===== src/rtl/apsp_pkg.sv =====
// shared constants, register codes and helpers for the all-pairs shortest path block
// no dependencies
package apsp_pkg;

   localparam int MAX_NODES_DEF = 16;
   localparam int LEN_BITS_DEF  = 8;
   localparam int DIST_BITS     = 12;
   localparam logic [DIST_BITS-1:0] DIST_MAX = '1;

   localparam int CSR_IDX_W  = 1;
   localparam int CSR_DATA_W = 8;
   localparam logic [CSR_IDX_W-1:0] CSR_NODE_COUNT = 1'b0;
   localparam logic [CSR_IDX_W-1:0] CSR_MAX_LEN    = 1'b1;

   localparam logic [4:0] NODE_COUNT_RST = 5'd16;
   localparam logic [7:0] MAX_LEN_RST    = 8'd255;

   localparam logic FUNC_LOAD  = 1'b0;
   localparam logic FUNC_QUERY = 1'b1;

   typedef struct packed {
      logic host_we;
      logic host_re;
      logic col_re;
      logic col_latch;
      logic inj_en;
   } cell_ctrl_type;

   function automatic logic [DIST_BITS-1:0] sat_add(input logic [DIST_BITS-1:0] a,
                                                     input logic [DIST_BITS-1:0] b);
      logic [DIST_BITS:0] s;
      s = {1'b0, a} + {1'b0, b};
      return s[DIST_BITS] ? DIST_MAX : s[DIST_BITS-1:0];
   endfunction

endpackage


===== src/rtl/apsp_ram.sv =====
// generic single write, single read RAM with registered read data
// no dependencies
module apsp_ram #(
   parameter int WIDTH = 8,
   parameter int DEPTH = 16,
   localparam int ADDR_W = $clog2(DEPTH)
) (
   input  logic              clock,
   input  logic              we,
   input  logic [ADDR_W-1:0] waddr,
   input  logic [WIDTH-1:0]  wdata,
   input  logic              re,
   input  logic [ADDR_W-1:0] raddr,
   output logic [WIDTH-1:0]  rdata
);

   logic [WIDTH-1:0] mem_ff [DEPTH];
   logic [WIDTH-1:0] rdata_ff;

   always_ff @(posedge clock) begin
      if (we) begin
         mem_ff[waddr] <= wdata;
      end
      if (re) begin
         rdata_ff <= mem_ff[raddr];
      end
   end

   assign rdata = rdata_ff;

endmodule


===== src/rtl/apsp_cell.sv =====
// one ring cell: holds one matrix row, relaxes it against the streamed pivot row
// depends on apsp_pkg and apsp_ram
module apsp_cell
   import apsp_pkg::*;
#(
   parameter int MAX_NODES = MAX_NODES_DEF,
   parameter int CELL_ID   = 0,
   localparam int NODE_W = $clog2(MAX_NODES),
   localparam int CNT_W  = $clog2(MAX_NODES + 1),
   localparam int PRED_W = $clog2(MAX_NODES + 2),
   localparam int ENT_W  = DIST_BITS + PRED_W
) (
   input  logic              clock,
   input  logic              reset,
   input  cell_ctrl_type     ctrl,
   input  logic [NODE_W-1:0] host_sel,
   input  logic [NODE_W-1:0] addr,
   input  logic [NODE_W-1:0] k,
   input  logic [CNT_W-1:0]  n,
   input  logic [ENT_W-1:0]  host_wdata,
   input  logic              in_valid,
   input  logic [NODE_W-1:0] in_j,
   input  logic [ENT_W-1:0]  in_ent,
   output logic              out_valid,
   output logic [NODE_W-1:0] out_j,
   output logic [ENT_W-1:0]  out_ent,
   output logic [ENT_W-1:0]  rdata
);

   logic is_k, active, host_hit, relax_rd, upd;
   logic re, we;
   logic [NODE_W-1:0] raddr, waddr;
   logic [ENT_W-1:0] wdata;
   logic [DIST_BITS-1:0] sum;

   logic              stage_v_ff;
   logic [NODE_W-1:0] stage_j_ff;
   logic [ENT_W-1:0]  stage_ent_ff;
   logic [DIST_BITS-1:0] dik_ff;
   logic              inj_v_ff;
   logic [NODE_W-1:0] inj_j_ff;
   logic              out_v_ff, out_v_in;
   logic [NODE_W-1:0] out_j_ff, out_j_in;
   logic [ENT_W-1:0]  out_ent_ff, out_ent_in;

   assign is_k     = (k == NODE_W'(CELL_ID));
   assign active   = !is_k && (CNT_W'(CELL_ID) < n);
   assign host_hit = (host_sel == NODE_W'(CELL_ID));
   assign relax_rd = in_valid && active;

   assign re    = (ctrl.host_re && host_hit) || ctrl.col_re || (ctrl.inj_en && is_k) || relax_rd;
   assign raddr = relax_rd ? in_j : addr;

   assign sum   = sat_add(dik_ff, stage_ent_ff[ENT_W-1:PRED_W]);
   assign upd   = stage_v_ff && (rdata[ENT_W-1:PRED_W] > sum);
   assign we    = (ctrl.host_we && host_hit) || upd;
   assign waddr = upd ? stage_j_ff : addr;
   assign wdata = upd ? {sum, stage_ent_ff[PRED_W-1:0]} : host_wdata;

   apsp_ram #(.WIDTH(ENT_W), .DEPTH(MAX_NODES)) u_row (
      .clock (clock),
      .we    (we),
      .waddr (waddr),
      .wdata (wdata),
      .re    (re),
      .raddr (raddr),
      .rdata (rdata)
   );

   always_comb begin
      if (is_k) begin
         out_v_in   = inj_v_ff;
         out_j_in   = inj_j_ff;
         out_ent_in = rdata;
      end else begin
         out_v_in   = in_valid;
         out_j_in   = in_j;
         out_ent_in = in_ent;
      end
   end

   always_ff @(posedge clock) begin
      if (reset) begin
         stage_v_ff <= 1'b0;
         inj_v_ff   <= 1'b0;
         out_v_ff   <= 1'b0;
      end else begin
         stage_v_ff <= relax_rd;
         inj_v_ff   <= ctrl.inj_en && is_k;
         out_v_ff   <= out_v_in;
      end
      stage_j_ff   <= in_j;
      stage_ent_ff <= in_ent;
      inj_j_ff     <= addr;
      out_j_ff     <= out_j_in;
      out_ent_ff   <= out_ent_in;
      if (ctrl.col_latch) begin
         dik_ff <= rdata[ENT_W-1:PRED_W];
      end
   end

   assign out_valid = out_v_ff;
   assign out_j     = out_j_ff;
   assign out_ent   = out_ent_ff;

`ifndef SYNTH
   a_no_write_clash: assert property (@(posedge clock) disable iff (reset)
      !(upd && ctrl.host_we && host_hit))
      else $error("relax update collides with host write");
   a_stage_from_ring: assert property (@(posedge clock) disable iff (reset)
      stage_v_ff |-> $past(in_valid))
      else $error("relax stage without a ring transfer");
   a_latch_ring_empty: assert property (@(posedge clock) disable iff (reset)
      ctrl.col_latch |-> !stage_v_ff && !in_valid)
      else $error("pivot column latched while the ring is busy");
`endif

endmodule


===== config.mk =====
export PLATFORM = sky130hd
export DESIGN_NAME = apsp_cell
export DESIGN_NICKNAME = d
export VERILOG_FILES = /design/src/rtl/apsp_pkg.sv /design/src/rtl/apsp_ram.sv /design/src/rtl/apsp_cell.sv
export SDC_FILE = /design/constraint.sdc
export NUM_CORES = 1
export LEC_CHECK = 0
export BUFFER_PORTS_ARGS = -buffer_cell sky130_fd_sc_hd__buf_2
export CAP_MARGIN = 20
export CORE_MARGIN = 1.5
export CORE_UTILIZATION = 59
export CTS_BUF_LIST = sky130_fd_sc_hd__clkbuf_8
export CTS_CLUSTER_SIZE = 30
export DETAILED_ROUTE_END_ITERATION = 8
export PLACE_DENSITY = 0.79
export SYNTH_ARGS = -nofsm -noshare
export SYNTH_HDL_FRONTEND = slang
export SYNTH_SLANG_ARGS = --single-unit

===== constraint.sdc =====
create_clock -name clock -period 10.15 [get_ports clock]
set_input_delay 2.03 -clock clock [delete_from_list [all_inputs] [get_ports clock]]
set_output_delay 2.03 -clock clock [all_outputs]
set_load 0.01 [all_outputs]

==> summary.md, run 1 <==
| Metric | Value |
|---|---|
| Outcome | `finished, final reports clean` |
| Req. time, crit path | `10.47 ns` |
| Slew margin rel. | `0.255` |
| Max Slew Vio Count | `0` |
| Postcts setup bufs | `0` |
| Ys async rst share | `0` |
| Via count | `8562` |
| Proportion of layout cells with a drive suffix above 1 | `0.216` |
| Syn_nets | `995` |
| H-Tree Depth | `2` |
| Combinational family with the most area after synthesis | `multiplexers` |
| Final setup skew | `0.0241 ns` |
| Total cell area at the placement stage | `15200 sq um` |
| Die X | `157 microns` |
| Netlist cell types | `50` |
| CTS resizes | `0` |
| Synthesized instance count | `907` |
| Count of final hold-check violations | `0` |
| CTS Sinks | `350` |
| Post-synthesis compound-gate area fraction | `0.0708` |
| Largest net degree at the start of global routing | `137` |
| # setup viols final | `0` |
| Top FF cell, synth | `edfxtp_1` |
| Router iterations before antenna repair | `5` |
| Post-synthesis adder-cell area fraction | `0.0229` |
| Hold buffer count at CTS | `0` |
| Sum Neg Setup Slack | `0 ns` |
| Path depth of the worst reg2reg path | `16` |
| Clock slew at reported path FFs | `0.06 ns` |
| ANT cells | `0` |
| Crit path max fanout | `136` |
| Final period utilization | `0.536` |
| Post-route ant nets | `0` |
| Initial Utilization | `0.599` |
| Register area share after synthesis | `0.717` |
| Worst skew pair latency | `0.59 ns` |
| Clock buffer count from CTS | `53` |
| Synth Register Bits | `350` |
| Number of global-route vias before repair | `8251` |
| Min-Delay Endpoint | `out_j[0]` |
| Max Freq | `184 MHz` |
| GRT Total Usage | `0.266` |
| Antenna violations before repair | `0` |
| Nets | `1146` |
| Reg-to-reg endpoint | `u_row.mem_ff[11][6]` |
| CP Capture Type | `flip-flop` |
| Synthesized area | `14000 sq um` |
| Cell Rows | `56` |
| Slew @ Worst Pin | `1.12 ns` |
| Congestion Overflow GR | `0` |
| First-pass GRT wire length | `47.5 mm` |
| Tmin final | `5.44 ns` |
| Post-DR wirelength/cell | `22.6 microns` |
| Simple-gate portion of the synthesized area | `0.0658` |
| Port bufs | `101` |
| PD cells | `187 nW/um^2` |
| RSZ-0062 raised after global routing | `no` |
| Peak supply drop | `0.116 mV` |
| Post-layout util | `0.693` |
| Starting DRT DRC Count | `683` |
| CTS tree | `built` |
| R2R setup slack | `5.02 ns` |
| Drt drc | `0` |
| Total Power | `3.02 mW` |
| Synth Area in XOR/XNOR | `0.00376` |
| HPWL Detailed | `18.3 mm` |
| MaxCap Viol Count | `0` |
| Post-layout instance area | `16200 sq um` |
| # IOs | `102` |
| Placer congestion estimate | `0.884` |
| Hold depth | `2` |
| Worst setup SP type | `input port` |
| Root Buffer | `clkbuf_8` |
| Type of the worst min-delay path | `reg -> reg` |
| Core Box Area | `23300 sq um` |
| Clock Tree Buf Depth | `3` |
| Multiplexer area fraction after synthesis | `0.104` |
| Syn_area_per_cell | `15.4 sq um` |
| Leak | `6.17 nW` |
| EDFF count, synth | `301` |
| Synth warn | `0` |
| Die Area | `24600 sq um` |
| Vias per Instance | `6.04` |
| Critical R2R Launch | `dik_ff[0]` |
| Wirelength, routed | `32.1 mm` |
| Die H | `157 microns` |
| Worst Path Arrival | `5.76 ns` |
| Hold Crit Start | `inj_j_ff[0]` |
| Area delta synth->final | `15.6%` |
| WS Path Type | `in -> reg` |
| CP Launch Point | `k[1]` |
## cells by family (layout without fill, tap and decap cells)
group | Yosys count | after routing
XOR/XNOR | 6 | 6
buffers and inverters | 48 | 240
AO/OA/AOI/OAI | 148 | 148
multiplexers | 144 | 144
adder cells (fa/ha/maj) | 25 | 25
flip-flops | 350 | 350
AND/OR/NAND/NOR | 186 | 186
## Yosys cell counts, drive strengths merged (2+ instances only)
library cell,n,area [sq um]
a211oi,3,22.5
a21o,7,52.6
a21oi,24,120
a31oi,10,83.8
and2,2,12.5
and3,3,18.8
buf,23,135
clkbuf,18,67.6
dfxtp,49,981
edfxtp,301,9040
ha,24,300
inv,7,26.3
mux2,6,67.6
mux2i,138,1380
nand2,75,282
nand2b,3,18.8
nand3,18,90.1
nand4,8,50.1
nor2,29,111
nor2b,10,62.6
nor3,6,30.0
nor4,4,25.0
nor4b,3,26.3
o211ai,3,36.3
o21ai,9,45.0
o22ai,68,425
o31ai,13,97.6
o41ai,4,35.0
or3,2,12.5
or4,20,154
xnor2,4,35.0
xor2,2,17.5
## power breakdown
part	total, mW	internal [mW]	switching [mW]
logic	0.338	0.127	0.211
registers	1.65	1.63	0.0246
clock network	1.03	0.511	0.515
total	3.02	2.27	0.750
## layout by cell type (no fill, tap or decap), drive strengths merged, types with 2 or more instances in the layout
| cell | instances |
|---|---|
| xnor2 | 4 |
| a211oi | 3 |
| clkbuf | 56 |
| ha | 24 |
| a21o | 7 |
| dfxtp | 49 |
| edfxtp | 301 |
| buf | 137 |
| or3 | 2 |
| nand2 | 75 |
| o21ai | 9 |
| mux2 | 6 |
| mux2i | 138 |
| nand3 | 18 |
| a31oi | 10 |
| o211ai | 3 |
| nor3 | 6 |
| inv | 30 |
| nor2b | 10 |
| nor2 | 29 |
| or4 | 20 |
| o41ai | 4 |
| o31ai | 13 |
| a21oi | 24 |
| clkinv | 17 |
| nand4 | 8 |
| nor4b | 3 |
| and2 | 2 |
| nand2b | 3 |
| o22ai | 68 |
| xor2 | 2 |
| nor4 | 4 |
| and3 | 3 |
## worst max path at each step
| stage | endpoint | depth (start not counted) |
|---|---|---|
| global placement | u_row.rdata[2] | 8 |
| floorplan | u_row.mem_ff[0][0] | 15 |
| finish | u_row.rdata[7] | 8 |
| CTS | u_row.rdata[12] | 8 |
| global route | u_row.rdata[9] | 8 |
| detailed placement | u_row.rdata[1] | 8 |
## stage by stage
| stage | setup WS (ns) | hold slack, ns | std cells |
|---|---|---|---|
| final | 4.71 | 0.415 | 1418 |
| after global routing | 4.61 | 0.448 | 1418 |
| after CTS | 4.81 | 0.416 | 1409 |
| after detailed placement | 4.20 | 0.400 | 1313 |
| after global placement | 4.31 | 0.394 | 1313 |
| after floorplan | 4.84 | 0.392 | 907 |
## sequential cells by signal, summed over array words and instances (netlist names), 4 cells and up
signal	cells
out_j	4
inj_j_ff	4
out_ent	17
stage_ent_ff	17
u_row.rdata	17
dik_ff	12
stage_j_ff	4
u_row.mem_ff	272
## area by class of cell
type	count	area (sq um)
sequential	350	10000
fill	1575	7170
multi-input combinational	509	3990
timing repair buffer	137	788
clock buffer	56	771
tap	319	399
clock inverter	40	171
inverter	7	26.3
## worst max-delay path: stages
cell and delay, ns:
buf_2 0.11, or4_1 0.98, o211ai_4 0.46, mux2i_4 0.35
buf_12 0.63, mux2i_1 0.35, o22ai_1 0.16, or4_1 0.48
## metal layers
layer | share of wire | global-route usage
met5 | 0 | 0
met4 | 0.025 | 0.0948
met3 | 0.087 | 0.0476
met2 | 0.48 | 0.436
met1 | 0.41 | 0.360
No activity file was read; power rests on OpenSTA's default activity.
==> run 2, diff against run 1 <==
- clock period: 10.15 -> 5.1 ns (I/O delays scaled with it)
==> run 2 against run 1 <==
Worst setup slack lost 4.3 ns. Final cell count grew 0.35%. Combinational power increased by 110%. Utilization grew 0.67 points. Count of clock-buffer cells in the layout is 1 lower. Cell area rose by 0.97%. Sequential power grew 99%. First-iteration DRC count increased by 13%. Sequential share of layout area decreased by 0.59 points. Power increased by 100%. Register-to-register slack got worse by 4.7 ns. Largest cell class unchanged. Largest power group unchanged.
==> summary.md, run 2 (synthesized netlist as in run 1, its figures left out) <==
| Metric | Value |
|---|---|
| Congestion Overflow GR | `0 (unchanged)` |
| ANT cells | `0 (unchanged)` |
| Slew @ Worst Pin | `0.987 ns (was 1.12 ns)` |
| Dpl ws | `0.399 ns (was 4.20 ns)` |
| Peak supply drop | `0.228 mV (was 0.116 mV)` |
| Final setup skew | `0.0249 ns (was 0.0241 ns)` |
| Tmin final | `4.73 ns` |
| Hold slack | `0.416 ns (was 0.415 ns)` |
| H-Tree Depth | `2 (unchanged)` |
| Req. time, crit path | `5.39 ns (was 10.47 ns)` |
| WS Path Type | `reg -> reg (was in -> reg)` |
| Outcome | `finished, final reports clean (unchanged)` |
| Path depth of the worst reg2reg path | `15 (was 16)` |
| R2R setup slack | `0.37 ns (was 5.02 ns)` |
| Most frequent cells in the layout | `edfxtp_1 (301), mux2i_1 (137), buf_2 (101) (unchanged)` |
| Post-DR wirelength/cell | `22.6 microns (about the same)` |
| Port bufs | `101 (unchanged)` |
| Number of global-route vias before repair | `8713 (was 8251)` |
| CP Capture Type | `flip-flop (unchanged)` |
| Antenna violations before repair | `0 (unchanged)` |
| Post-route setup slack | `0.369 ns (was 4.71 ns)` |
| Max Freq | `211 MHz` |
| HPWL Detailed | `20.5 mm (was 18.3 mm)` |
| Root Buffer | `clkbuf_8 (unchanged)` |
| Drt drc | `0 (unchanged)` |
| Nets | `1154 (was 1146)` |
| Crit path max fanout | `24 (was 136)` |
| Max Slew Vio Count | `0 (unchanged)` |
| Worst Path Arrival | `5.02 ns (was 5.76 ns)` |
| Starting DRT DRC Count | `773 (was 683)` |
| Die X | `157 microns (unchanged)` |
| Total cell area at the placement stage | `15300 sq um (was 15200 sq um)` |
| GRT Total Usage | `0.267 (was 0.266)` |
| Post-layout instance area | `16300 sq um (was 16200 sq um)` |
| First-pass GRT wire length | `48.3 mm (was 47.5 mm)` |
| Post-route ant nets | `0 (unchanged)` |
| PD cells | `376 nW/um^2 (was 187 nW/um^2)` |
| Vias per Instance | `6.07 (was 6.04)` |
| CTS Sinks | `350 (unchanged)` |
| Hold depth | `2 (unchanged)` |
| Cell Rows | `56 (unchanged)` |
| Post-layout util | `0.699 (was 0.693)` |
| # IOs | `102 (unchanged)` |
| Type of the worst min-delay path | `reg -> reg (unchanged)` |
| Die Area | `24600 sq um (unchanged)` |
| RSZ-0062 raised after global routing | `no (unchanged)` |
| Core Box Area | `23300 sq um (unchanged)` |
| Worst setup SP type | `flip-flop (was input port)` |
| # setup viols final | `0 (unchanged)` |
| Wirelength, routed | `32.2 mm (was 32.1 mm)` |
| MaxCap Viol Count | `0 (unchanged)` |
| Clock slew at reported path FFs | `0.06 ns (about the same)` |
| Area delta synth->final | `16.7% (was 15.6%)` |
| Initial Utilization | `0.599 (unchanged)` |
| Clock Tree Buf Depth | `3 (unchanged)` |
| Proportion of layout cells with a drive suffix above 1 | `0.224 (was 0.216)` |
| Placer congestion estimate | `0.945 (was 0.884)` |
| Clock buffer count from CTS | `52 (was 53)` |
| CTS tree | `built (unchanged)` |
| Slew margin rel. | `0.340 (was 0.255)` |
| Commonest non-fill, non-tap cell in the layout | `edfxtp_1 (unchanged)` |
| Leak | `6.25 nW (was 6.17 nW)` |
| Die H | `157 microns (unchanged)` |
| Via count | `8631 (was 8562)` |
| Largest register by flop count | `u_row.mem_ff (unchanged)` |
| Final period utilization | `0.928` |
| Worst skew pair latency | `0.60 ns (was 0.59 ns)` |
| Max reg flops | `272 (unchanged)` |
| Count of final hold-check violations | `0 (unchanged)` |
| Total Power | `6.14 mW (was 3.02 mW)` |
| Largest net degree at the start of global routing | `58 (was 137)` |
| Router iterations before antenna repair | `5 (unchanged)` |
run 2: metal layers:
metal  vias to the layer above  share of wire  global-route usage
li1                       3892              -                   -
met1                      4259           0.40               0.354
met2                       404           0.47               0.433
met3                        76          0.096              0.0564
met4                         0          0.030               0.113
met5                         -              0                   0
run 2: what timing repair did:
item	in CTS	in global routing
resized for setup	0	2
hold buffers	0	0
setup buffers	0	0
endpoints found under the setup margin	0	28
run 2: critical path, cell delays in order, from the launching register on:
cell       delay, ns
edfxtp_1        0.38
ha_1            0.24
fa_1            0.41
a21o_1          0.22
nand4_1         0.12
a21oi_1         0.13
o2111ai_1       0.19
nor4bb_1        0.36
nor2b_1         0.19
ha_1            0.25
and3_1          0.16
nand4_1         0.12
o21ai_0         0.14
a31oi_4         0.67
buf_4           0.35
mux2_2          0.49
run 2: power breakdown:
group | total, mW | internal, mW | switching [mW] | leakage, nW
clock | 2.14 | 1.10 | 1.04 | 0.579
combinational | 0.712 | 0.265 | 0.447 | 2.51
sequential | 3.28 | 3.24 | 0.0431 | 3.15
run 2: worst paths after layout:
kind	from	endpoint
min reg2reg	inj_j_ff[0]	out_j[0]
max reg2reg	dik_ff[0]	u_row.mem_ff[0][1]
max	dik_ff[0]	u_row.mem_ff[0][1]
min	inj_j_ff[0]	out_j[0]
run 2: layout make-up:
| cell class | instances | area [sq um] |
|---|---|---|
| Clock inverter | 37 | 218 |
| Fill cell | 1565 | 7020 |
| Inverter | 7 | 26.3 |
| Clock buffer | 55 | 757 |
| Sequential cell | 350 | 10000 |
| Multi-Input combinational cell | 509 | 4000 |
| Tap cell | 319 | 399 |
| Timing Repair Buffer | 146 | 901 |
run 2: through the flow:
| step | std cells | TNS [ns] |
|---|---|---|
| 6_report | 1423 | 0 |
| 5_1_grt | 1423 | 0 |
| 4_1_cts | 1423 | 0 |
| 3_5_place_dp | 1331 | 0 |
| 3_3_place_gp | 1331 | 0 |
| 2_1_floorplan | 907 | -10.72 |
