$ cat config.mk
export PLATFORM = sky130hd
export DESIGN_NAME = apsp_ctrl
export DESIGN_NICKNAME = d
export VERILOG_FILES = /design/src/rtl/apsp_pkg.sv /design/src/rtl/apsp_ram.sv /design/src/rtl/apsp_ctrl.sv
export SDC_FILE = /design/constraint.sdc
export NUM_CORES = 1
export LEC_CHECK = 0
export BUFFER_PORTS_ARGS = -buffer_cell sky130_fd_sc_hd__buf_2
export CORE_MARGIN = 2
export CORE_UTILIZATION = 53
export DETAILED_ROUTE_END_ITERATION = 16
export GPL_ROUTABILITY_DRIVEN = 0
export PLACE_DENSITY_LB_ADDON = 0.05
export SETUP_SLACK_MARGIN = 0.3
export SLEW_MARGIN = 0
export SYNTH_ARGS = -nofsm -noshare
export SYNTH_HDL_FRONTEND = slang
export SYNTH_SLANG_ARGS = --single-unit
$ cat constraint.sdc
create_clock -name clock -period 5.24 [get_ports clock]
set_clock_uncertainty 0.15 [all_clocks]
set_input_delay 0.786 -clock clock [delete_from_list [all_inputs] [get_ports clock]]
set_output_delay 0.786 -clock clock [all_outputs]
set_load 0.005 [all_outputs]
$ cat src/rtl/apsp_pkg.sv
// shared constants, register codes and helpers for the all-pairs shortest path block
// no dependencies
package apsp_pkg;

   localparam int MAX_NODES_DEF = 16;
   localparam int LEN_BITS_DEF  = 8;
   localparam int DIST_BITS     = 12;
   localparam logic [DIST_BITS-1:0] DIST_MAX = '1;

   localparam int CSR_IDX_W  = 1;
   localparam int CSR_DATA_W = 8;
   localparam logic [CSR_IDX_W-1:0] CSR_NODE_COUNT = 1'b0;
   localparam logic [CSR_IDX_W-1:0] CSR_MAX_LEN    = 1'b1;

   localparam logic [4:0] NODE_COUNT_RST = 5'd16;
   localparam logic [7:0] MAX_LEN_RST    = 8'd255;

   localparam logic FUNC_LOAD  = 1'b0;
   localparam logic FUNC_QUERY = 1'b1;

   typedef struct packed {
      logic host_we;
      logic host_re;
      logic col_re;
      logic col_latch;
      logic inj_en;
   } cell_ctrl_type;

   function automatic logic [DIST_BITS-1:0] sat_add(input logic [DIST_BITS-1:0] a,
                                                     input logic [DIST_BITS-1:0] b);
      logic [DIST_BITS:0] s;
      s = {1'b0, a} + {1'b0, b};
      return s[DIST_BITS] ? DIST_MAX : s[DIST_BITS-1:0];
   endfunction

endpackage

$ cat src/rtl/apsp_ram.sv
// generic single write, single read RAM with registered read data
// no dependencies
module apsp_ram #(
   parameter int WIDTH = 8,
   parameter int DEPTH = 16,
   localparam int ADDR_W = $clog2(DEPTH)
) (
   input  logic              clock,
   input  logic              we,
   input  logic [ADDR_W-1:0] waddr,
   input  logic [WIDTH-1:0]  wdata,
   input  logic              re,
   input  logic [ADDR_W-1:0] raddr,
   output logic [WIDTH-1:0]  rdata
);

   logic [WIDTH-1:0] mem_ff [DEPTH];
   logic [WIDTH-1:0] rdata_ff;

   always_ff @(posedge clock) begin
      if (we) begin
         mem_ff[waddr] <= wdata;
      end
      if (re) begin
         rdata_ff <= mem_ff[raddr];
      end
   end

   assign rdata = rdata_ff;

endmodule

$ cat src/rtl/apsp_ctrl.sv
// sequencer: csr registers, load, relaxation phases, path walk and result register
// depends on apsp_pkg and apsp_ram
module apsp_ctrl
   import apsp_pkg::*;
#(
   parameter int MAX_NODES = MAX_NODES_DEF,
   parameter int LEN_BITS  = LEN_BITS_DEF,
   localparam int NODE_W = $clog2(MAX_NODES),
   localparam int CNT_W  = $clog2(MAX_NODES + 1),
   localparam int PRED_W = $clog2(MAX_NODES + 2),
   localparam int ENT_W  = DIST_BITS + PRED_W
) (
   input  logic                  clock,
   input  logic                  reset,
   input  logic                  req_valid,
   output logic                  req_ready,
   input  logic                  req_func,
   input  logic [NODE_W-1:0]     req_row,
   input  logic [NODE_W-1:0]     req_col,
   input  logic [LEN_BITS-1:0]   req_len,
   input  logic                  req_absent,
   input  logic                  req_last_load,
   input  logic                  csr_we,
   input  logic [CSR_IDX_W-1:0]  csr_index,
   input  logic [CSR_DATA_W-1:0] csr_wdata,
   output logic                  rsp_valid,
   input  logic                  rsp_ready,
   output logic [NODE_W-1:0]     rsp_node,
   output logic [DIST_BITS-1:0]  rsp_distance,
   output logic                  rsp_unreachable,
   output logic                  rsp_last,
   output cell_ctrl_type         cell_ctrl,
   output logic [NODE_W-1:0]     host_sel,
   output logic [NODE_W-1:0]     addr,
   output logic [NODE_W-1:0]     k,
   output logic [CNT_W-1:0]      n,
   output logic [ENT_W-1:0]      host_wdata,
   input  logic [ENT_W-1:0]      host_rdata
);

   localparam int S_W    = $clog2(2 * MAX_NODES + 6);
   localparam int PROD_W = CNT_W + 9;
   localparam logic [PRED_W-1:0] PRED_NONE = PRED_W'(MAX_NODES);
   localparam logic [PRED_W-1:0] PRED_SELF = PRED_W'(MAX_NODES + 1);

   typedef enum logic [7:0] {
      S_IDLE  = 8'b0000_0001,
      S_RELAX = 8'b0000_0010,
      S_QRD   = 8'b0000_0100,
      S_QCHK  = 8'b0000_1000,
      S_ORD   = 8'b0001_0000,
      S_OUT   = 8'b0010_0000,
      S_ONE   = 8'b0100_0000,
      S_ERR   = 8'b1000_0000
   } state_type;

   state_type state_ff, state_in;
   logic [4:0] node_count_ff;
   logic [7:0] max_len_ff;
   logic [NODE_W-1:0] k_ff, k_in;
   logic [S_W-1:0] s_ff, s_in;
   logic [NODE_W-1:0] r_ff, r_in, c_ff, c_in, cur_ff, cur_in;
   logic [NODE_W-1:0] cnt_ff, cnt_in, idx_ff, idx_in;
   logic [DIST_BITS-1:0] d_ff, d_in;
   logic first_ff, first_in;
   logic rsp_v_ff, rsp_v_in;
   logic [NODE_W-1:0] rsp_node_ff, rsp_node_in;
   logic [DIST_BITS-1:0] rsp_dist_ff, rsp_dist_in;
   logic rsp_unr_ff, rsp_unr_in, rsp_last_ff, rsp_last_in;

   logic accept, in_range, slot_free, rsp_load;
   logic [PROD_W-1:0] prod;
   logic [DIST_BITS-1:0] inf, len_d;
   logic [PRED_W-1:0] p;
   logic buf_we, buf_re;
   logic [NODE_W-1:0] buf_waddr, buf_wdata, buf_rdata;

   always_comb begin
      if (node_count_ff < 5'd2) begin
         n = CNT_W'(2);
      end else if (int'(node_count_ff) > MAX_NODES) begin
         n = CNT_W'(MAX_NODES);
      end else begin
         n = CNT_W'(node_count_ff);
      end
   end

   assign prod  = PROD_W'(n) * PROD_W'(max_len_ff);
   assign inf   = (int'(prod) >= int'(DIST_MAX)) ? DIST_MAX : DIST_BITS'(prod + PROD_W'(1));
   assign len_d = (int'(req_len) > int'(DIST_MAX)) ? DIST_MAX : DIST_BITS'(req_len);

   assign req_ready = (state_ff == S_IDLE);
   assign accept    = req_valid && req_ready;
   assign in_range  = (CNT_W'(req_row) < n) && (CNT_W'(req_col) < n);
   assign slot_free = !rsp_v_ff || rsp_ready;
   assign p         = host_rdata[PRED_W-1:0];
   assign k         = k_ff;

   always_comb begin
      if (req_row == req_col) begin
         host_wdata = {{DIST_BITS{1'b0}}, PRED_SELF};
      end else if (req_absent) begin
         host_wdata = {inf, PRED_NONE};
      end else begin
         host_wdata = {len_d, PRED_W'(req_row)};
      end
   end

   apsp_ram #(.WIDTH(NODE_W), .DEPTH(MAX_NODES)) u_path (
      .clock (clock),
      .we    (buf_we),
      .waddr (buf_waddr),
      .wdata (buf_wdata),
      .re    (buf_re),
      .raddr (idx_ff),
      .rdata (buf_rdata)
   );

   always_comb begin
      state_in    = state_ff;
      k_in        = k_ff;
      s_in        = s_ff;
      r_in        = r_ff;
      c_in        = c_ff;
      cur_in      = cur_ff;
      cnt_in      = cnt_ff;
      idx_in      = idx_ff;
      d_in        = d_ff;
      first_in    = first_ff;
      cell_ctrl   = '0;
      host_sel    = r_ff;
      addr        = cur_ff;
      buf_we      = 1'b0;
      buf_waddr   = cnt_ff;
      buf_wdata   = p[NODE_W-1:0];
      buf_re      = 1'b0;
      rsp_load    = 1'b0;
      rsp_node_in = c_ff;
      rsp_dist_in = d_ff;
      rsp_unr_in  = 1'b0;
      rsp_last_in = 1'b1;
      case (state_ff)
         S_IDLE: begin
            host_sel = req_row;
            addr     = req_col;
            if (accept) begin
               r_in   = req_row;
               c_in   = req_col;
               cur_in = req_col;
               if (req_func == FUNC_LOAD) begin
                  cell_ctrl.host_we = in_range;
                  if (req_last_load) begin
                     k_in     = '0;
                     s_in     = '0;
                     state_in = S_RELAX;
                  end
               end else begin
                  buf_we    = 1'b1;
                  buf_waddr = '0;
                  buf_wdata = req_col;
                  cnt_in    = NODE_W'(1);
                  first_in  = 1'b1;
                  state_in  = in_range ? S_QRD : S_ERR;
               end
            end
         end
         S_RELAX: begin
            cell_ctrl.col_re    = (s_ff == '0);
            cell_ctrl.col_latch = (s_ff == S_W'(1));
            cell_ctrl.inj_en    = (s_ff != '0) && (s_ff <= S_W'(n));
            addr = (s_ff == '0) ? k_ff : NODE_W'(s_ff - S_W'(1));
            s_in = s_ff + S_W'(1);
            if (s_ff == S_W'(n) + S_W'(MAX_NODES + 4)) begin
               s_in = '0;
               if (CNT_W'(k_ff) == n - CNT_W'(1)) begin
                  state_in = S_IDLE;
               end else begin
                  k_in = k_ff + NODE_W'(1);
               end
            end
         end
         S_QRD: begin
            cell_ctrl.host_re = 1'b1;
            state_in = S_QCHK;
         end
         S_QCHK: begin
            first_in = 1'b0;
            if (first_ff) begin
               d_in = host_rdata[ENT_W-1:PRED_W];
            end
            if (first_ff && (r_ff == c_ff)) begin
               state_in = S_ONE;
            end else if (p >= PRED_W'(n)) begin
               state_in = S_ERR;
            end else if (p == PRED_W'(r_ff)) begin
               idx_in   = cnt_ff - NODE_W'(1);
               state_in = S_ORD;
            end else if (CNT_W'(cnt_ff) >= n - CNT_W'(1)) begin
               state_in = S_ERR;
            end else begin
               buf_we   = 1'b1;
               cnt_in   = cnt_ff + NODE_W'(1);
               cur_in   = p[NODE_W-1:0];
               state_in = S_QRD;
            end
         end
         S_ORD: begin
            buf_re   = 1'b1;
            state_in = S_OUT;
         end
         S_OUT: begin
            if (slot_free) begin
               rsp_load    = 1'b1;
               rsp_node_in = buf_rdata;
               rsp_last_in = (idx_ff == '0);
               if (idx_ff == '0) begin
                  state_in = S_IDLE;
               end else begin
                  idx_in   = idx_ff - NODE_W'(1);
                  state_in = S_ORD;
               end
            end
         end
         S_ONE: begin
            if (slot_free) begin
               rsp_load = 1'b1;
               state_in = S_IDLE;
            end
         end
         S_ERR: begin
            if (slot_free) begin
               rsp_load    = 1'b1;
               rsp_dist_in = '0;
               rsp_unr_in  = 1'b1;
               state_in    = S_IDLE;
            end
         end
         default: begin
            state_in = S_IDLE;
         end
      endcase
   end

   assign rsp_v_in = rsp_load || (rsp_v_ff && !rsp_ready);

   always_ff @(posedge clock) begin
      if (reset) begin
         state_ff      <= S_IDLE;
         node_count_ff <= NODE_COUNT_RST;
         max_len_ff    <= MAX_LEN_RST;
         rsp_v_ff      <= 1'b0;
         k_ff          <= '0;
         s_ff          <= '0;
      end else begin
         state_ff <= state_in;
         rsp_v_ff <= rsp_v_in;
         k_ff     <= k_in;
         s_ff     <= s_in;
         if (csr_we) begin
            case (csr_index)
               CSR_NODE_COUNT: node_count_ff <= csr_wdata[4:0];
               CSR_MAX_LEN:    max_len_ff    <= csr_wdata;
               default:        node_count_ff <= node_count_ff;
            endcase
         end
      end
      r_ff     <= r_in;
      c_ff     <= c_in;
      cur_ff   <= cur_in;
      cnt_ff   <= cnt_in;
      idx_ff   <= idx_in;
      d_ff     <= d_in;
      first_ff <= first_in;
      if (rsp_load) begin
         rsp_node_ff <= rsp_node_in;
         rsp_dist_ff <= rsp_dist_in;
         rsp_unr_ff  <= rsp_unr_in;
         rsp_last_ff <= rsp_last_in;
      end
   end

   assign rsp_valid       = rsp_v_ff;
   assign rsp_node        = rsp_node_ff;
   assign rsp_distance    = rsp_dist_ff;
   assign rsp_unreachable = rsp_unr_ff;
   assign rsp_last        = rsp_last_ff;

`ifndef SYNTH
   a_check_after_read: assert property (@(posedge clock) disable iff (reset)
      (state_ff == S_QCHK) |-> $past(state_ff) == S_QRD)
      else $error("path check without a preceding read");
   a_idx_in_path: assert property (@(posedge clock) disable iff (reset)
      (state_ff == S_OUT) |-> idx_ff < cnt_ff)
      else $error("path index beyond stored nodes");
   a_relax_start: assert property (@(posedge clock) disable iff (reset)
      $rose(state_ff == S_RELAX) |-> (k_ff == '0) && (s_ff == '0))
      else $error("relaxation did not start at the first pivot");
   a_no_load_overrun: assert property (@(posedge clock) disable iff (reset)
      rsp_load |-> slot_free)
      else $error("result register overwritten");
`endif

endmodule

==> results of run 1 <==
## metal layers
layer	track usage (%)	up-vias	routed length, um
li1	-	3128	-
met4	7.03	0	263
met5	0	-	0
met2	41.4	192	10800
met3	3.39	21	1070
met1	33.5	3265	9400
## power groups by stage
stage          logic, mW  clock network, mW  registers [mW]
4_1_cts            0.884               1.29            1.42
6_report           0.921               1.27            1.42
3_3_place_gp       0.797                  0            1.45
5_1_grt             1.00               1.34            1.43
2_1_floorplan      0.550                  0            1.42
3_5_place_dp       0.821                  0            1.45
## repair_timing
| item | CTS | global route |
|---|---|---|
| pin swaps | 20 | 16 |
| endpoints found under the hold margin | 0 | 0 |
| buffers inserted | 10 | 4 |
| gates cloned | 0 | 0 |
| gates resized for setup | 24 | 14 |
| endpoints found under the setup margin | 12 | 12 |
| hold buffers | 0 | 0 |
## cell usage in the layout, fill, tap and decap left out, types with 8 or more instances in the layout
cell,count
a211o_1,11
a21oi_1,21
a21oi_2,14
and2_1,39
and3_1,14
buf_2,108
buf_4,46
clkbuf_16,17
dfxtp_1,29
edfxtp_1,119
fa_1,18
ha_1,48
inv_1,48
mux2_2,13
mux2i_1,8
mux4_2,20
nand2_1,59
nand2b_1,8
nand4_1,10
nor2_1,39
nor3_1,20
nor4_1,12
o21ai_0,37
or3_1,8
xnor2_1,26
xor2_1,16
## cells by family (layout without fill, tap and decap cells)
family,after synthesis,after routing,synth area share [%]
AOI/OAI and AO/OA,130,130,9.41
xor gates and xnor gates,43,43,4.42
adders and majority gates,71,71,11.6
buffers and inverters,80,241,3.45
DFF,151,151,47.7
muxes,41,41,7.66
and+or+nand+nor,260,260,15.8
## metrics by stage
stage / power, mW / TNS, ns / worst slack [ns] / cells
6_report: 3.61 / -4.41 / -0.404 / 1157
3_5_place_dp: 2.27 / -2.12 / -0.227 / 1111
4_1_cts: 3.59 / -3.80 / -0.357 / 1153
3_3_place_gp: 2.24 / 0 / 0.00837 / 1111
2_1_floorplan: 1.97 / 0 / 0.214 / 776
5_1_grt: 3.77 / -6.66 / -0.611 / 1157
## sequential cells by signal, summed over array words and instances (netlist names)
signal and flops:
c_ff 4, cnt_ff 4, cur_ff 4, d_ff 12, first_ff 1, idx_ff 4, k 4, max_len_ff 8
node_count_ff 5, r_ff 4, rsp_distance 12, rsp_last 1, rsp_node 4, rsp_unreachable 1, rsp_valid 1, s_ff 6
state_ff 8, u_path.mem_ff 64, u_path.rdata 4
## path summary, 6_finish.rpt
kind                         end  slack [ns]  cells past startpoint
max reg2reg  u_path.mem_ff[2][0]        1.19                     13
min              rsp_distance[2]        0.37                      1
max               host_wdata[11]       -0.40                     19
min reg2reg      rsp_distance[2]        0.37                      1
## layout make-up
type / instances / area, um2
Fill cell: 1256 / 5580
Clock inverter: 15 / 206
Clock buffer: 17 / 425
Sequential cell: 151 / 4220
Inverter: 51 / 194
Tap cell: 220 / 275
Timing Repair Buffer: 158 / 948
Multi-Input combinational cell: 545 / 4620
## critical path, delay by kind of cell (launching register included)
family | cells | cell delay (ns)
XOR/XNOR | 1 | 0.19
flip-flops | 1 | 0.37
AND/OR/NAND/NOR | 4 | 0.61
adder cells (fa/ha/maj) | 4 | 1.62
AO/OA/AOI/OAI | 4 | 0.94
buffers and inverters | 6 | 0.56
==> flow_metrics.env, run 1 <==
export IMPL_die_h_um=133
export IMPL_grt_usage_pct=24.5
export IMPL_synthMostInstantiatedCell="edfxtp_1"
export IMPL_core_area_mm2=0.0165
export IMPL_cts_clk_slew_worst_paths_ns=0.07
export IMPL_via_per_inst=5.71
export IMPL_tritoncts="built"
export IMPL_slew_headroom_pct=27.2
export IMPL_async_reset_ff_share_pct=0
export IMPL_dp_hpwl_um=16100
export IMPL_rsz0062_at_grt="true"
export IMPL_synth_main_ff_cell="edfxtp_1"
export IMPL_rows=47
export IMPL_root_buffer="clkbuf_16"
export IMPL_wl_um=21500
export IMPL_synth_avg_cell_area_um2=11.4
export IMPL_ys_seq_area_share_pct=47.7
export IMPL_utilization_pct=66.1
export IMPL_overflow=0
export IMPL_placed_cell_area_mm2=0.00996
export IMPL_yosysTopAreaCellShare_pct=40.4
export IMPL_grt_antenna_before_repair=0
export IMPL_violations="setup timing"
export IMPL_cp_cell_sequence="buf_12 -> nor2b_4 -> nand2_4 -> fa_1 -> inv_1 -> fa_1 -> inv_1 -> fa_1 -> inv_1 -> ha_4 -> a2111oi_4 -> o21ai_2 -> a221oi_2 -> xnor2_1 -> nand4_1 -> and3_4 -> buf_12 -> a21oi_2 -> buf_2"
export IMPL_port_buffers=108
export IMPL_leakage_nw=4.37
export IMPL_cp_arrival_ns=4.71
export IMPL_drive_gt1_share_pct=30.3
export IMPL_critPathRequiredTime_ns=4.30
export IMPL_numCtsBuffers=17
export IMPL_fin_ws_ns=-0.404
export IMPL_io_pins=109
export IMPL_vdd_ir_drop_max_mv=0.261
export IMPL_cts_sinks=151
export IMPL_netSwitchingPower_mw=1.11
export IMPL_vias=6606
export IMPL_grt_pass1_wl_um=34000
export IMPL_p_sw_share_pct=30.8
export IMPL_powerDensity_mw_per_mm2=332
export IMPL_yosysWarnings=0
export IMPL_wl_per_cell_um=18.6
export IMPL_power_internal_mw=2.50
export IMPL_drc=0
export IMPL_rr_startpoint="node_count_ff[4]"
export IMPL_grt_pass1_vias=6441
export IMPL_status="complete, but fails checks"
export IMPL_start_kind="flop"
export IMPL_postLayoutCellArea_mm2=0.0109
export IMPL_synth_top_area_cell="edfxtp_1"
export IMPL_min_from="d_ff[2]"
export IMPL_crit_path_end_kind="output pin"
export IMPL_synth_edf_count=119
export IMPL_nNetsFinal=1045
export IMPL_dr_pass1_iters=5
export IMPL_synth_commonest_cells="edfxtp_1, nand2_1, ha_1, inv_1, and2_1"
export IMPL_min_period_over_period_pct=108
export IMPL_cts_buffer_depth=2
export IMPL_p_clk_share_pct=35.2
export IMPL_timing_fmax_mhz=177
export IMPL_synth_seq_cells=151
export IMPL_antenna_left=0
export IMPL_syn_area_mm2=0.00884
export IMPL_comb_power_share_pct=25.5
export IMPL_finalHoldViolCount=0
export IMPL_synthCells=776
export IMPL_synth_distinct_cells=60
export IMPL_die_x_um=133
export IMPL_crit_fanout=8
export IMPL_criticalPathCategory="reg2out"
export IMPL_finalSetupViolCount=12
export IMPL_synth_area_leaders="edfxtp_1, ha_1, dfxtp_1, mux4_2, fa_1"
export IMPL_seqPwrFrac_pct=39.3
export IMPL_slowest_stage="fa_1"
export IMPL_start_util_pct=53.7
export IMPL_syn_nets=897
export IMPL_die_area_mm2=0.0177
export IMPL_insertion_delay_ns=0.43
export IMPL_syn2layout_area_growth_pct=23.2
export IMPL_hold_path_class="reg2reg"
export IMPL_drt_iter0_drc=458
export IMPL_antenna_cells=0
export IMPL_cp_startpoint="node_count_ff[4]"
export IMPL_cp_slowest_stage_delay_ns=0.49
export IMPL_whs_ns=0.366
export IMPL_cap_violations=0
export IMPL_tightest_slew_ns=1.09
export IMPL_grt_max_degree=33
export IMPL_finalCriticalPeriod_ns=5.64
export IMPL_htree_levels=4
export IMPL_slew_viol_final=0
No activity file was read; power rests on OpenSTA's default activity.
==> inputs of run 2 (changes only) <==
--- a/config.mk
+++ b/config.mk
@@ -6,6 +6,7 @@
 export NUM_CORES = 1
 export LEC_CHECK = 0
 export BUFFER_PORTS_ARGS = -buffer_cell sky130_fd_sc_hd__buf_2
+export CORE_ASPECT_RATIO = 1.5
 export CORE_MARGIN = 2
 export CORE_UTILIZATION = 53
 export DETAILED_ROUTE_END_ITERATION = 16
==> flow_metrics.env, run 2 (same netlist as run 1, synthesis figures left out) <==
export IMPL_met1Wirelength_um=8360
export IMPL_r2r_cells=13
export IMPL_mostFrequentLayoutCells="edfxtp_1, buf_2, nand2_1, ha_1, buf_4"
export IMPL_hold_path_class="reg2reg"
export IMPL_cts_sinks=151
export IMPL_dr_max_layer_used="met4"
export IMPL_rrSetupSlack_ns=1.14
export IMPL_io_pins=109
export IMPL_grt_antenna_before_repair=0
export IMPL_nNetsFinal=1048
export IMPL_met3_length_um=670
export IMPL_cp_slowest_stage_delay_ns=0.56
export IMPL_largest_register="u_path.mem_ff"
export IMPL_hold_depth=1
export IMPL_timing_fmax_mhz=180
export IMPL_min_period_over_period_pct=106
export IMPL_numCtsBuffers=17
export IMPL_cp_cell_sequence="buf_6 -> and2_1 -> fa_1 -> inv_2 -> fa_2 -> fa_1 -> inv_2 -> ha_4 -> a211oi_4 -> buf_4 -> or4b_4 -> nand4_1 -> and3_4 -> nand4_1 -> and3_4 -> a21oi_2 -> buf_2"
export IMPL_cts_clk_slew_worst_paths_ns=0.06
export IMPL_tightest_slew_ns=1.13
export IMPL_instances_no_fill=1146
export IMPL_met2_length_um=12600
export IMPL_place_inst=1104
export IMPL_finalSetupViolCount=12
export IMPL_drt_iter0_drc=398
export IMPL_rows=57
export IMPL_dp_hpwl_um=16800
export IMPL_fin_ws_ns=-0.319
export IMPL_antenna_left=0
export IMPL_antenna_cells=0
export IMPL_grt_usage_pct=26.1
export IMPL_grt_pass1_wl_um=35000
export IMPL_via_per_inst=5.81
export IMPL_die_x_um=109
export IMPL_wl_um=22400
export IMPL_wl_per_cell_um=19.5
export IMPL_placed_cell_area_mm2=0.00997
export IMPL_power_mw=3.61
export IMPL_post_place_ws_ns=-0.147
export IMPL_start_util_pct=54.4
export IMPL_tns_ns=-3.12
export IMPL_crit_family="adder cells"
export IMPL_criticalPathCategory="reg2out"
export IMPL_whs_ns=0.371
export IMPL_vias=6659
export IMPL_vdd_ir_drop_max_mv=0.260
export IMPL_leakage_nw=4.39
export IMPL_min_from="d_ff[2]"
export IMPL_die_h_um=162
export IMPL_largest_reg_flops=64
export IMPL_rr_startpoint="node_count_ff[4]"
export IMPL_rsz0062_at_grt="true"
export IMPL_insertion_delay_ns=0.43
export IMPL_slew_viol_final=0
export IMPL_tritoncts="built"
export IMPL_path_buf_inv=5
export IMPL_r2r_end="u_path.mem_ff[4][0]"
export IMPL_finalCriticalPeriod_ns=5.56
export IMPL_powerDensity_mw_per_mm2=334
export IMPL_grt_max_degree=33
export IMPL_finalHoldViolCount=0
export IMPL_crit_fanout=8
export IMPL_core_area_mm2=0.0163
export IMPL_dr_pass1_iters=5
export IMPL_cp_arrival_ns=4.62
export IMPL_fillCellCount=1263
export IMPL_syn2layout_area_growth_pct=22.4
export IMPL_die_area_mm2=0.0178
export IMPL_drc=0
export IMPL_grt_pass1_vias=6923
export IMPL_cts_buffer_depth=2
export IMPL_port_buffers=108
export IMPL_htree_levels=4
export IMPL_violations="setup timing"
export IMPL_utilization_pct=66.6
export IMPL_cap_violations=0
export IMPL_slowest_stage="fa_1"
export IMPL_overflow=0
export IMPL_critPathRequiredTime_ns=4.30
export IMPL_slew_headroom_pct=24.4
export IMPL_root_buffer="clkbuf_16"
export IMPL_final_common_cell="edfxtp_1"
export IMPL_crit_path_end_kind="output pin"
export IMPL_drive_gt1_share_pct=30.3
export IMPL_postLayoutCellArea_mm2=0.0108
export IMPL_hold_buffers=0
export IMPL_whs_endpoint="rsp_distance[2]"
export IMPL_status="complete, but fails checks"
export IMPL_start_kind="flop"
## run 2: worst max path at each step
stage / start / to / slack, ns / cells past startpoint
after floorplan: node_count_ff[3] / host_wdata[10] / 0.21 / 18
after global placement: node_count_ff[4] / host_wdata[10] / -0.02 / 18
after detailed placement: node_count_ff[4] / host_wdata[12] / -0.15 / 19
after CTS: node_count_ff[4] / host_wdata[12] / -0.26 / 17
after global routing: node_count_ff[4] / host_wdata[12] / -0.50 / 17
final: node_count_ff[4] / host_wdata[12] / -0.32 / 17
## run 2: report_power, final
group | switching, mW | internal, mW
logic | 0.492 | 0.395
registers | 0.0550 | 1.37
clock network | 0.528 | 0.773
## run 2: what timing repair did
item	in CTS	in global routing
buffers inserted	8	2
pin swaps	31	10
endpoints found under the setup margin	12	12
resized for setup	33	7
## run 2: final cells by class
cell class / instances / area (um2) / area share (%)
clock buffer: 17 / 425 / 3.93
clock inverter: 15 / 205 / 1.90
inverter: 51 / 194 / 1.79
multi-input combinational: 545 / 4560 / 42.1
sequential: 151 / 4220 / 39.0
tap: 206 / 258 / 2.38
timing repair buffer: 161 / 961 / 8.88
## run 2: layer usage
metal,vias to the layer above,GRT usage (%)
met3,42,3.77
met2,154,49.5
li1,3142,-
met4,0,10.6
met5,-,0
met1,3321,28.2
## run 2: worst register-to-register path, cell delays in order, from the launching register on
cell and delay (ns):
dfxtp_4 0.37, buf_4 0.16, nand2b_1 0.17, nor2_1 0.15
buf_4 0.18, inv_1 0.07, ha_1 0.33, ha_1 0.28
a21boi_0 0.13, o21ai_0 0.17, a21oi_1 0.11, or3b_1 0.66
or3_4 0.47, nor2_1 0.36
==> inputs of run 3 (changes only) <==
--- a/config.mk
+++ b/config.mk
@@ -8,7 +8,7 @@
 export BUFFER_PORTS_ARGS = -buffer_cell sky130_fd_sc_hd__buf_2
 export CORE_ASPECT_RATIO = 1.5
 export CORE_MARGIN = 2
-export CORE_UTILIZATION = 53
+export CORE_UTILIZATION = 54
 export DETAILED_ROUTE_END_ITERATION = 16
 export GPL_ROUTABILITY_DRIVEN = 0
 export PLACE_DENSITY_LB_ADDON = 0.05
==> constraint.sdc (replaced) <==
create_clock -name clock -period 6.9 [get_ports clock]
set_clock_uncertainty 0.15 [all_clocks]
set_input_delay 0 -clock clock [delete_from_list [all_inputs] [get_ports clock]]
set_output_delay 0 -clock clock [all_outputs]
set_load 0.005 [all_outputs]
==> flow_metrics.env, run 3 (same netlist as run 1, synthesis figures left out) <==
export IMPL_vias=6636
export IMPL_tritoncts="built"
export IMPL_antenna_cells=0
export IMPL_wl_per_cell_um=19.1
export IMPL_start_util_pct=54.9
export IMPL_rr_startpoint="node_count_ff[4]"
export IMPL_post_cts_resized=0
export IMPL_cap_violations=0
export IMPL_drive_gt1_share_pct=19.2
export IMPL_drc=0
export IMPL_insertion_delay_ns=0.43
export IMPL_hold_depth=6
export IMPL_slew_headroom_pct=27.1
export IMPL_min_from="host_rdata[4]"
export IMPL_core_area_mm2=0.0161
export IMPL_dp_hpwl_um=16200
export IMPL_powerDensity_mw_per_mm2=243
export IMPL_grt_pass1_vias=6856
export IMPL_cts_buffer_depth=2
export IMPL_finalSetupViolCount=0
export IMPL_slew_viol_final=0
export IMPL_cp_arrival_ns=5.96
export IMPL_finalHoldViolCount=0
export IMPL_cts_clk_slew_worst_paths_ns=0.07
export IMPL_leakage_nw=4.30
export IMPL_hold_path_class="in2reg"
export IMPL_criticalPathCategory="reg2out"
export IMPL_start_kind="flop"
export IMPL_die_x_um=108
export IMPL_dr_pass1_iters=7
export IMPL_overflow=0
export IMPL_final_common_cell="edfxtp_1"
export IMPL_grt_antenna_before_repair=0
export IMPL_drt_iter0_drc=359
export IMPL_mostFrequentLayoutCells="edfxtp_1, buf_2, nand2_1, dlygate4sd3_1, ha_1"
export IMPL_largest_register="u_path.mem_ff"
export IMPL_r2r_cells=10
export IMPL_die_h_um=161
export IMPL_cp_startpoint="node_count_ff[4]"
export IMPL_fillCellCount=1237
export IMPL_cts_sinks=151
export IMPL_grt_usage_pct=26.3
export IMPL_htree_levels=4
export IMPL_hold_buffers=57
export IMPL_vdd_ir_drop_max_mv=0.240
export IMPL_numCtsBuffers=17
export IMPL_port_buffers=108
export IMPL_critPathRequiredTime_ns=6.75
export IMPL_tns_ns=0
export IMPL_power_mw=2.60
export IMPL_wl_um=22000
export IMPL_rsz0062_at_grt="false"
export IMPL_nNetsFinal=1054
export IMPL_grt_max_degree=33
export IMPL_crit_fanout=16
export IMPL_rrSetupSlack_ns=1.93
export IMPL_postCtsSetupRepairBufs=0
export IMPL_io_pins=109
export IMPL_syn2layout_area_growth_pct=21.0
export IMPL_finalCriticalPeriod_ns=6.11
export IMPL_root_buffer="clkbuf_16"
export IMPL_timing_fmax_mhz=164
export IMPL_crit_path_end_kind="output pin"
export IMPL_die_area_mm2=0.0174
export IMPL_largest_reg_flops=64
export IMPL_grt_pass1_wl_um=34700
export IMPL_rows=57
export IMPL_via_per_inst=5.76
export IMPL_min_period_over_period_pct=88.6
export IMPL_antenna_left=0
export IMPL_tightest_slew_ns=1.09
export IMPL_status="completed"
==> run 3: final timing paths <==
path                               to
setup reg to reg  u_path.mem_ff[8][3]
setup / recovery        host_wdata[5]
hold reg to reg      rsp_distance[10]
hold / removal            state_ff[7]
==> run 3: critical path: stages (launching register included) <==
cell and delay (ns):
dfxtp_1 0.45, nor2b_1 0.80, nand2_1 0.17, fa_1 0.52
inv_1 0.06, fa_1 0.53, inv_1 0.06, fa_1 0.52
inv_1 0.04, ha_1 0.34, o21ai_0 0.20, or4b_2 0.66
nand4_1 0.21, and3_1 0.22, nand4_1 0.10, and3_1 0.30
a21oi_1 0.20, buf_2 0.14
==> run 3: metal layers <==
layer  vias up  track usage, %  routed length (um)
met4         0            9.91                 614
met3        46            4.75                 690
li1       3142               -                   -
met5         -               0                   0
met1      3283            27.2                8170
met2       165            51.1               12500
==> run 3: area by class of cell <==
type                            count  area (um2)  area share, %
Timing Repair Buffer              167        1130           10.5
Clock inverter                     14         154           1.44
Tap cell                          206         258           2.41
Clock buffer                       18         429           4.01
Inverter                           51         194           1.81
Sequential cell                   151        4210           39.4
Multi-Input combinational cell    545        4320           40.4
==> run 3: metrics by stage <==
stage                     instance area, um2  std cells  worst slack [ns]  utilization (%)  hold WS, ns
after detailed placement                9540       1063              1.29             59.2       0.0285
after global routing                   10700       1152             0.349             66.4        0.132
after CTS                              10700       1152             0.842             66.4       0.0859
after floorplan                         8840        776              2.07                -       -0.117
final                                  10700       1152             0.787             66.4       0.0979
after global placement                  9540       1063              1.53             59.2       0.0269
==> run 3: where the power goes <==
| part | internal, mW | switching (mW) |
|---|---|---|
| Sequential | 1.04 | 0.0435 |
| Combinational | 0.252 | 0.340 |
| Clock | 0.514 | 0.406 |
| Total | 1.81 | 0.790 |
